==> src/hdl/s2h_pkg.sv <==
package s2h_pkg;

    localparam int SINGLE_W = 32;
    localparam int HALF_W   = 16;
    localparam int EXP_W    = 8;
    localparam int FRAC_W   = 23;
    localparam int SIG_W    = 24;
    localparam int HEXP_W   = 5;
    localparam int HFRAC_W  = 10;
    localparam int SH_W     = 5;

    localparam logic [EXP_W-1:0] EXP_ALL_ONES = 8'hFF;
    localparam logic [EXP_W-1:0] EXP_ZERO     = 8'h00;
    // rebias 127 -> 15
    localparam logic [EXP_W-1:0] BIAS_ADJ     = 8'd112;
    // rebiased exponent of 31 or more
    localparam logic [EXP_W-1:0] OVF_EXP      = 8'd143;
    // shift of 24 or less keeps something
    localparam logic [EXP_W-1:0] SUB_MIN_EXP  = 8'd102;
    // shift = 14 - rebiased exponent
    localparam logic [EXP_W-1:0] SUB_SH_BASE  = 8'd126;

    localparam logic [HALF_W-1:0] INF16     = 16'h7C00;
    localparam logic [HALF_W-1:0] NAN_QUIET = 16'h0200;

    // stage 1 -> stage 2
    typedef struct packed {
        logic                special;
        logic [HALF_W-1:0]   special_val;
        logic                sub;
        logic                sign;
        logic [HEXP_W-1:0]   hexp;
        logic [SH_W-1:0]     sh;
        logic [SIG_W-1:0]    sig;
    } s2h_cls_t;

    // stage 2 -> stage 3
    typedef struct packed {
        logic [HALF_W-1:0]   base;
        logic                rnd;
    } s2h_rnd_t;

endpackage

==> src/hdl/s2h_classify.sv <==
module s2h_classify
    import s2h_pkg::*;
(
    input  logic                clk,
    input  logic                rst_n,
    input  logic                in_valid,
    input  logic [SINGLE_W-1:0] single_bits,
    output logic                out_valid,
    output s2h_cls_t            cls
);

    logic                valid_reg;
    s2h_cls_t            cls_reg;
    s2h_cls_t            cls_next;
    logic                sign;
    logic [EXP_W-1:0]    expo;
    logic [FRAC_W-1:0]   frac;
    logic [EXP_W-1:0]    hexp_full;
    logic [EXP_W-1:0]    sh_full;
    logic [HALF_W-1:0]   nan_val;

    assign sign = single_bits[SINGLE_W-1];
    assign expo = single_bits[SINGLE_W-2 -: EXP_W];
    assign frac = single_bits[FRAC_W-1:0];

    assign hexp_full = expo - BIAS_ADJ;
    assign sh_full   = SUB_SH_BASE - expo;
    assign nan_val   = (frac[FRAC_W-1 -: HFRAC_W] == '0) ? (INF16 | NAN_QUIET)
                     : (INF16 | {{(HALF_W-HFRAC_W){1'b0}}, frac[FRAC_W-1 -: HFRAC_W]});

    always_comb
    begin
        cls_next.sign        = sign;
        cls_next.hexp        = hexp_full[HEXP_W-1:0];
        cls_next.sh          = sh_full[SH_W-1:0];
        cls_next.sig         = {1'b1, frac};
        cls_next.sub         = (expo >= SUB_MIN_EXP) && (expo <= BIAS_ADJ);
        cls_next.special     = 1'b0;
        cls_next.special_val = {sign, {(HALF_W-1){1'b0}}};
        if (expo == EXP_ALL_ONES)
        begin
            cls_next.special     = 1'b1;
            cls_next.special_val = (frac == '0) ? ({sign, {(HALF_W-1){1'b0}}} | INF16)
                                                : nan_val;
        end
        else if (expo >= OVF_EXP)
        begin
            cls_next.special     = 1'b1;
            cls_next.special_val = {sign, {(HALF_W-1){1'b0}}} | INF16;
        end
        else if ((expo == EXP_ZERO) || (expo < SUB_MIN_EXP))
        begin
            // zeros, single subnormals and deep underflow
            cls_next.special     = 1'b1;
        end
    end

    always_ff @(posedge clk or negedge rst_n)
    begin
        if (!rst_n)
        begin
            valid_reg <= 1'b0;
        end
        else
        begin
            valid_reg <= in_valid;
        end
    end

    always_ff @(posedge clk)
    begin
        cls_reg <= cls_next;
    end

    assign out_valid = valid_reg;
    assign cls       = cls_reg;

endmodule

==> src/hdl/s2h_align.sv <==
module s2h_align
    import s2h_pkg::*;
(
    input  logic      clk,
    input  logic      rst_n,
    input  logic      in_valid,
    input  s2h_cls_t  cls,
    output logic      out_valid,
    output s2h_rnd_t  rnd
);

    logic              valid_reg;
    s2h_rnd_t          rnd_reg;
    s2h_rnd_t          rnd_next;
    logic [SIG_W-1:0]  shifted;
    logic [SH_W-1:0]   rsel;

    assign shifted = cls.sig >> cls.sh;
    assign rsel    = cls.sh - SH_W'(1);

    always_comb
    begin
        if (cls.special)
        begin
            rnd_next.base = cls.special_val;
            rnd_next.rnd  = 1'b0;
        end
        else if (cls.sub)
        begin
            // hidden bit shifted into the fraction field
            rnd_next.base = {cls.sign, {HEXP_W{1'b0}}, shifted[HFRAC_W-1:0]};
            rnd_next.rnd  = cls.sig[rsel];
        end
        else
        begin
            rnd_next.base = {cls.sign, cls.hexp, cls.sig[FRAC_W-1 -: HFRAC_W]};
            rnd_next.rnd  = cls.sig[FRAC_W-HFRAC_W-1];
        end
    end

    always_ff @(posedge clk or negedge rst_n)
    begin
        if (!rst_n)
        begin
            valid_reg <= 1'b0;
        end
        else
        begin
            valid_reg <= in_valid;
        end
    end

    always_ff @(posedge clk)
    begin
        rnd_reg <= rnd_next;
    end

    assign out_valid = valid_reg;
    assign rnd       = rnd_reg;

endmodule

==> src/hdl/s2h_round.sv <==
module s2h_round
    import s2h_pkg::*;
(
    input  logic              clk,
    input  logic              rst_n,
    input  logic              in_valid,
    input  s2h_rnd_t          rnd,
    output logic              out_valid,
    output logic [HALF_W-1:0] half_bits
);

    logic              valid_reg;
    logic [HALF_W-1:0] half_reg;
    logic [HALF_W-1:0] half_next;

    // carry may run into the exponent, up to infinity
    assign half_next = rnd.base + {{(HALF_W-1){1'b0}}, rnd.rnd};

    always_ff @(posedge clk or negedge rst_n)
    begin
        if (!rst_n)
        begin
            valid_reg <= 1'b0;
        end
        else
        begin
            valid_reg <= in_valid;
        end
    end

    always_ff @(posedge clk)
    begin
        half_reg <= half_next;
    end

    assign out_valid = valid_reg;
    assign half_bits = half_reg;

endmodule

==> src/hdl/single_to_half_float.sv <==
// binary32 to binary16 converter, three register stages.
// done is raised once the word taken with start has passed the classify, align and round registers.
// Throughput: one word per cycle; busy is tied low, every start is taken.
// Stages: classify, align and shift, round and carry.
// The receiver cannot stall; each result shows for one cycle with done.
// Reset (rst_n low, asynchronous) clears the stage valid bits; data is not reset.
module single_to_half_float
    import s2h_pkg::*;
(
    input  logic                clk,
    input  logic                rst_n,
    input  logic                start,
    output logic                busy,
    input  logic [SINGLE_W-1:0] single_bits,
    output logic                done,
    output logic [HALF_W-1:0]   half_bits
);

    logic      accept;
    logic      s1_valid;
    logic      s2_valid;
    s2h_cls_t  s1_cls;
    s2h_rnd_t  s2_rnd;

    assign busy   = 1'b0;
    assign accept = start && !busy;

    s2h_classify u_classify
    (
        .clk         (clk),
        .rst_n       (rst_n),
        .in_valid    (accept),
        .single_bits (single_bits),
        .out_valid   (s1_valid),
        .cls         (s1_cls)
    );

    s2h_align u_align
    (
        .clk       (clk),
        .rst_n     (rst_n),
        .in_valid  (s1_valid),
        .cls       (s1_cls),
        .out_valid (s2_valid),
        .rnd       (s2_rnd)
    );

    s2h_round u_round
    (
        .clk       (clk),
        .rst_n     (rst_n),
        .in_valid  (s2_valid),
        .rnd       (s2_rnd),
        .out_valid (done),
        .half_bits (half_bits)
    );

    a_latency: assert property (@(posedge clk) disable iff (!rst_n)
        accept |-> ##3 done)
        else $error("word lost in pipeline");

    a_no_phantom: assert property (@(posedge clk) disable iff (!rst_n)
        done |-> $past(accept, 3))
        else $error("result without a word");

    a_nan_kept: assert property (@(posedge clk) disable iff (!rst_n)
        (done && $past(single_bits[30:23], 3) == EXP_ALL_ONES
              && $past(single_bits[22:0], 3) != '0)
        |-> (half_bits[14:10] == 5'h1F && half_bits[9:0] != '0))
        else $error("NaN not kept as NaN");

    a_sign_kept: assert property (@(posedge clk) disable iff (!rst_n)
        (done && $past(single_bits[30:23], 3) != EXP_ALL_ONES)
        |-> (half_bits[15] == $past(single_bits[31], 3)))
        else $error("sign not carried");

endmodule
==> config.mk <==
export PLATFORM = sky130hd
export DESIGN_NAME = single_to_half_float
export DESIGN_NICKNAME = d
export VERILOG_FILES = /design/src/hdl/s2h_pkg.sv /design/src/hdl/s2h_classify.sv /design/src/hdl/s2h_align.sv /design/src/hdl/s2h_round.sv /design/src/hdl/single_to_half_float.sv
export SDC_FILE = /design/constraint.sdc
export NUM_CORES = 1
export LEC_CHECK = 0
export BUFFER_PORTS_ARGS = -buffer_cell sky130_fd_sc_hd__buf_2
export CORE_MARGIN = 1
export CORE_UTILIZATION = 50
export DETAILED_ROUTE_END_ITERATION = 8
export GPL_TIMING_DRIVEN = 1
export HOLD_SLACK_MARGIN = 0.05
export PLACE_DENSITY = 0.8
export SYNTH_ARGS = -nofsm -noshare
export SYNTH_HDL_FRONTEND = slang
export SYNTH_SLANG_ARGS = --single-unit
export TNS_END_PERCENT = 20
==> constraint.sdc <==
create_clock -name clk -period 4.6 [get_ports clk]
set_input_delay 0.92 -clock clk [delete_from_list [all_inputs] [get_ports clk]]
set_output_delay 0.92 -clock clk [all_outputs]
set_load 0.03 [all_outputs]
==> out/qor.csv <==
metric;value;unit
status;finished clean;
globalplace.congestion;0.9995;
synth.largest_area_cell;dfxtp_1;
grt_max_degree;31;
placed_area;0.004070;mm^2
synth_cells;319;
synth_cell_types;49;
endpoint_kind;flop;
muxShareOfSynthArea;24.71;%
fin_hold_ws;349.0;ps
nets;410;
synthAdderAreaFrac;2.643;%
ios;53;
maxSlewViolCount;0;
fmaxAchievable;370.3;MHz
num_vias;2710;
synth-edff-count;0;
crit_path_max_incr_delay;470;ps
cp.required;4860;ps
relSlewSlack;30.01;%
crit_family;compound AO/OA/AOI/OAI gates;
synth_nets;362;
cts_resized;0;
synth-async-reset-ratio;3.614;%
insertion_delay;350;ps
synth_top_family_by_area;multiplexers;
dieArea;0.007927;mm^2
layout-drive-gt1-share;25.54;%
r2r_cells;8;
rsz0062_at_grt;no;
largest_reg_flops;47;
grt.total_usage;21.43;%
fin_area;0.004255;mm^2
totalNegativeSetupSlack;0;ps
grt_overflow;0;
start_util;51.94;%
cp_slowest_cell;dfxtp_1;
area_delta_synth_final;12.36;%
ys_seq_elements;83;
cts_sinks;83;
rows;31;
cts_tree;built;
hold_viol_final;0;
cp-start-kind;flop;
fp.dieH;89.04;um
cts_htree_levels;3;
first_iter_violations;320;
dieWidth;89.04;um
wl_per_cell;16.54;um
synth_compound_area_share;7.598;%
antenna_found_initial;1;
first_pass_iters;4;
avgSynthCellArea;11.87;um^2
root_buffer;clkbuf_8;
antenna_cells;0;
drv_cap;0;
n_fill_cell;648;
cts_buffers;9;
routed_wl;7792;um
peakVddDrop;0.2521;mV
fin_crit_sh;58.71;%
final.min_clock_period;2700;ps
via_per_inst;5.754;
drtAntennaViolNets;0;
min_path_type;input port to async pin;
worstPathCellList;buf_4 > inv_2 > ha_1 > mux2i_1 > a22o_1 > a2111oi_0 > a311oi_1 > a211oi_1;
crit_buf_inv;2;
synth_area;0.003787;mm^2
crit_arrival;2960;ps
yosysWarningCount;0;
cts_setup_buffers;0;
skew;8.703;ps
cts_hold_buf;0;
setup-violations-final;0;
clk_path_buf_depth;2;
dpl.hpwl;5827;um
core;0.007292;mm^2
worstPathMaxFanout;27;
yosysTopAreaCellShare;42.29;%
p_per_area;361.0;mW/mm^2
grt_first_pass_wirelength;12650;um
ys_top_cells_by_area;dfxtp_1 42%, mux4_2 13%, mux4_1 6.2%, mux2i_1 4.5%, xnor2_1 3.5%;
crit_type;flop to flop;
drc;0;
tightestPinTransition;1048;ps
synthSimpleGateAreaFrac;12.12;%
utilization;58.36;%
synth_flop_cell;dfxtp_1;
leakage;1.783;nW
grt_pass1_vias;2551;
yosysSeqAreaShare;44.27;%
path_depth;8;
finalPower;1.536;mW
synth_xor_area_share;4.625;%
io_buffers;51;
clkSlewWorstSetupHoldPaths;80;ps
## kinds of logic (layout without fill, tap and decap cells)
| kind of cell | Yosys count | count (layout) |
|---|---|---|
| simple gates | 91 | 91 |
| flops | 83 | 83 |
| mux | 51 | 51 |
| compound gates | 39 | 39 |
| buf+inv | 26 | 79 |
| xor+xnor | 20 | 20 |
| fa+ha+maj | 8 | 8 |
| other cells | 1 | 1 |
## placed cells by master (no fill, tap or decap), types with 10 or more instances in the layout
master,netlist,layout
xnor2_1,15,15
nor2_1,13,13
clkbuf_8,0,10
buf_2,1,51
mux2i_1,17,17
nand3_1,12,12
nand2_1,28,28
mux4_2,22,22
dfxtp_1,80,80
## worst paths after layout
check	startpoint	to	slack, ps
max in group asynchronous	rst_n	u_round.out_valid	4150
setup reg to reg	u_classify.cls[29]	u_align.rnd[0]	1900
setup / recovery	u_classify.cls[29]	u_align.rnd[0]	1900
hold reg to reg	u_align.out_valid	u_round.out_valid	370
hold / removal	rst_n	u_align.out_valid	350
min in group clk	u_align.out_valid	u_round.out_valid	370
## per-layer routing
metal	routed length (um)	GRT usage [%]
met5	13	0
met1	3255	28.93
met4	195	7.648
met2	3756	33.15
met3	571	6.187
## through the flow
stage	std cells	setup slack, ps
floorplan	319	2171
global placement	455	1976
detailed placement	455	1891
CTS	471	1882
global route	471	1704
finish	471	1900
## cells in the mapped netlist (all sizes together) (7+ instances only)
| cell type | instances |
|---|---|
| a21oi | 7 |
| and2 | 8 |
| buf | 12 |
| dfxtp | 80 |
| ha | 8 |
| inv | 10 |
| mux2i | 17 |
| mux4 | 31 |
| nand2 | 28 |
| nand3 | 12 |
| nor2 | 13 |
| xnor2 | 15 |
## area by class of cell
cell class	count	area, um^2	area share, %
clock buffers	10	137.6	3.234
repair buffers	53	270.3	6.351
flip-flops and latches	83	1677	39.40
inverters	10	37.54	0.8821
multi-input cells	210	1962	46.10
clock inverters	6	47.55	1.117
well taps	99	123.9	2.911
## where the power goes
part	switching (mW)	internal [mW]	total (mW)
Clock	0.264	0.217	0.482
Sequential	0.0479	0.761	0.809
Combinational	0.118	0.128	0.246
Total	0.430	1.11	1.54
Note: power is estimated with default switching activity, not from simulation.
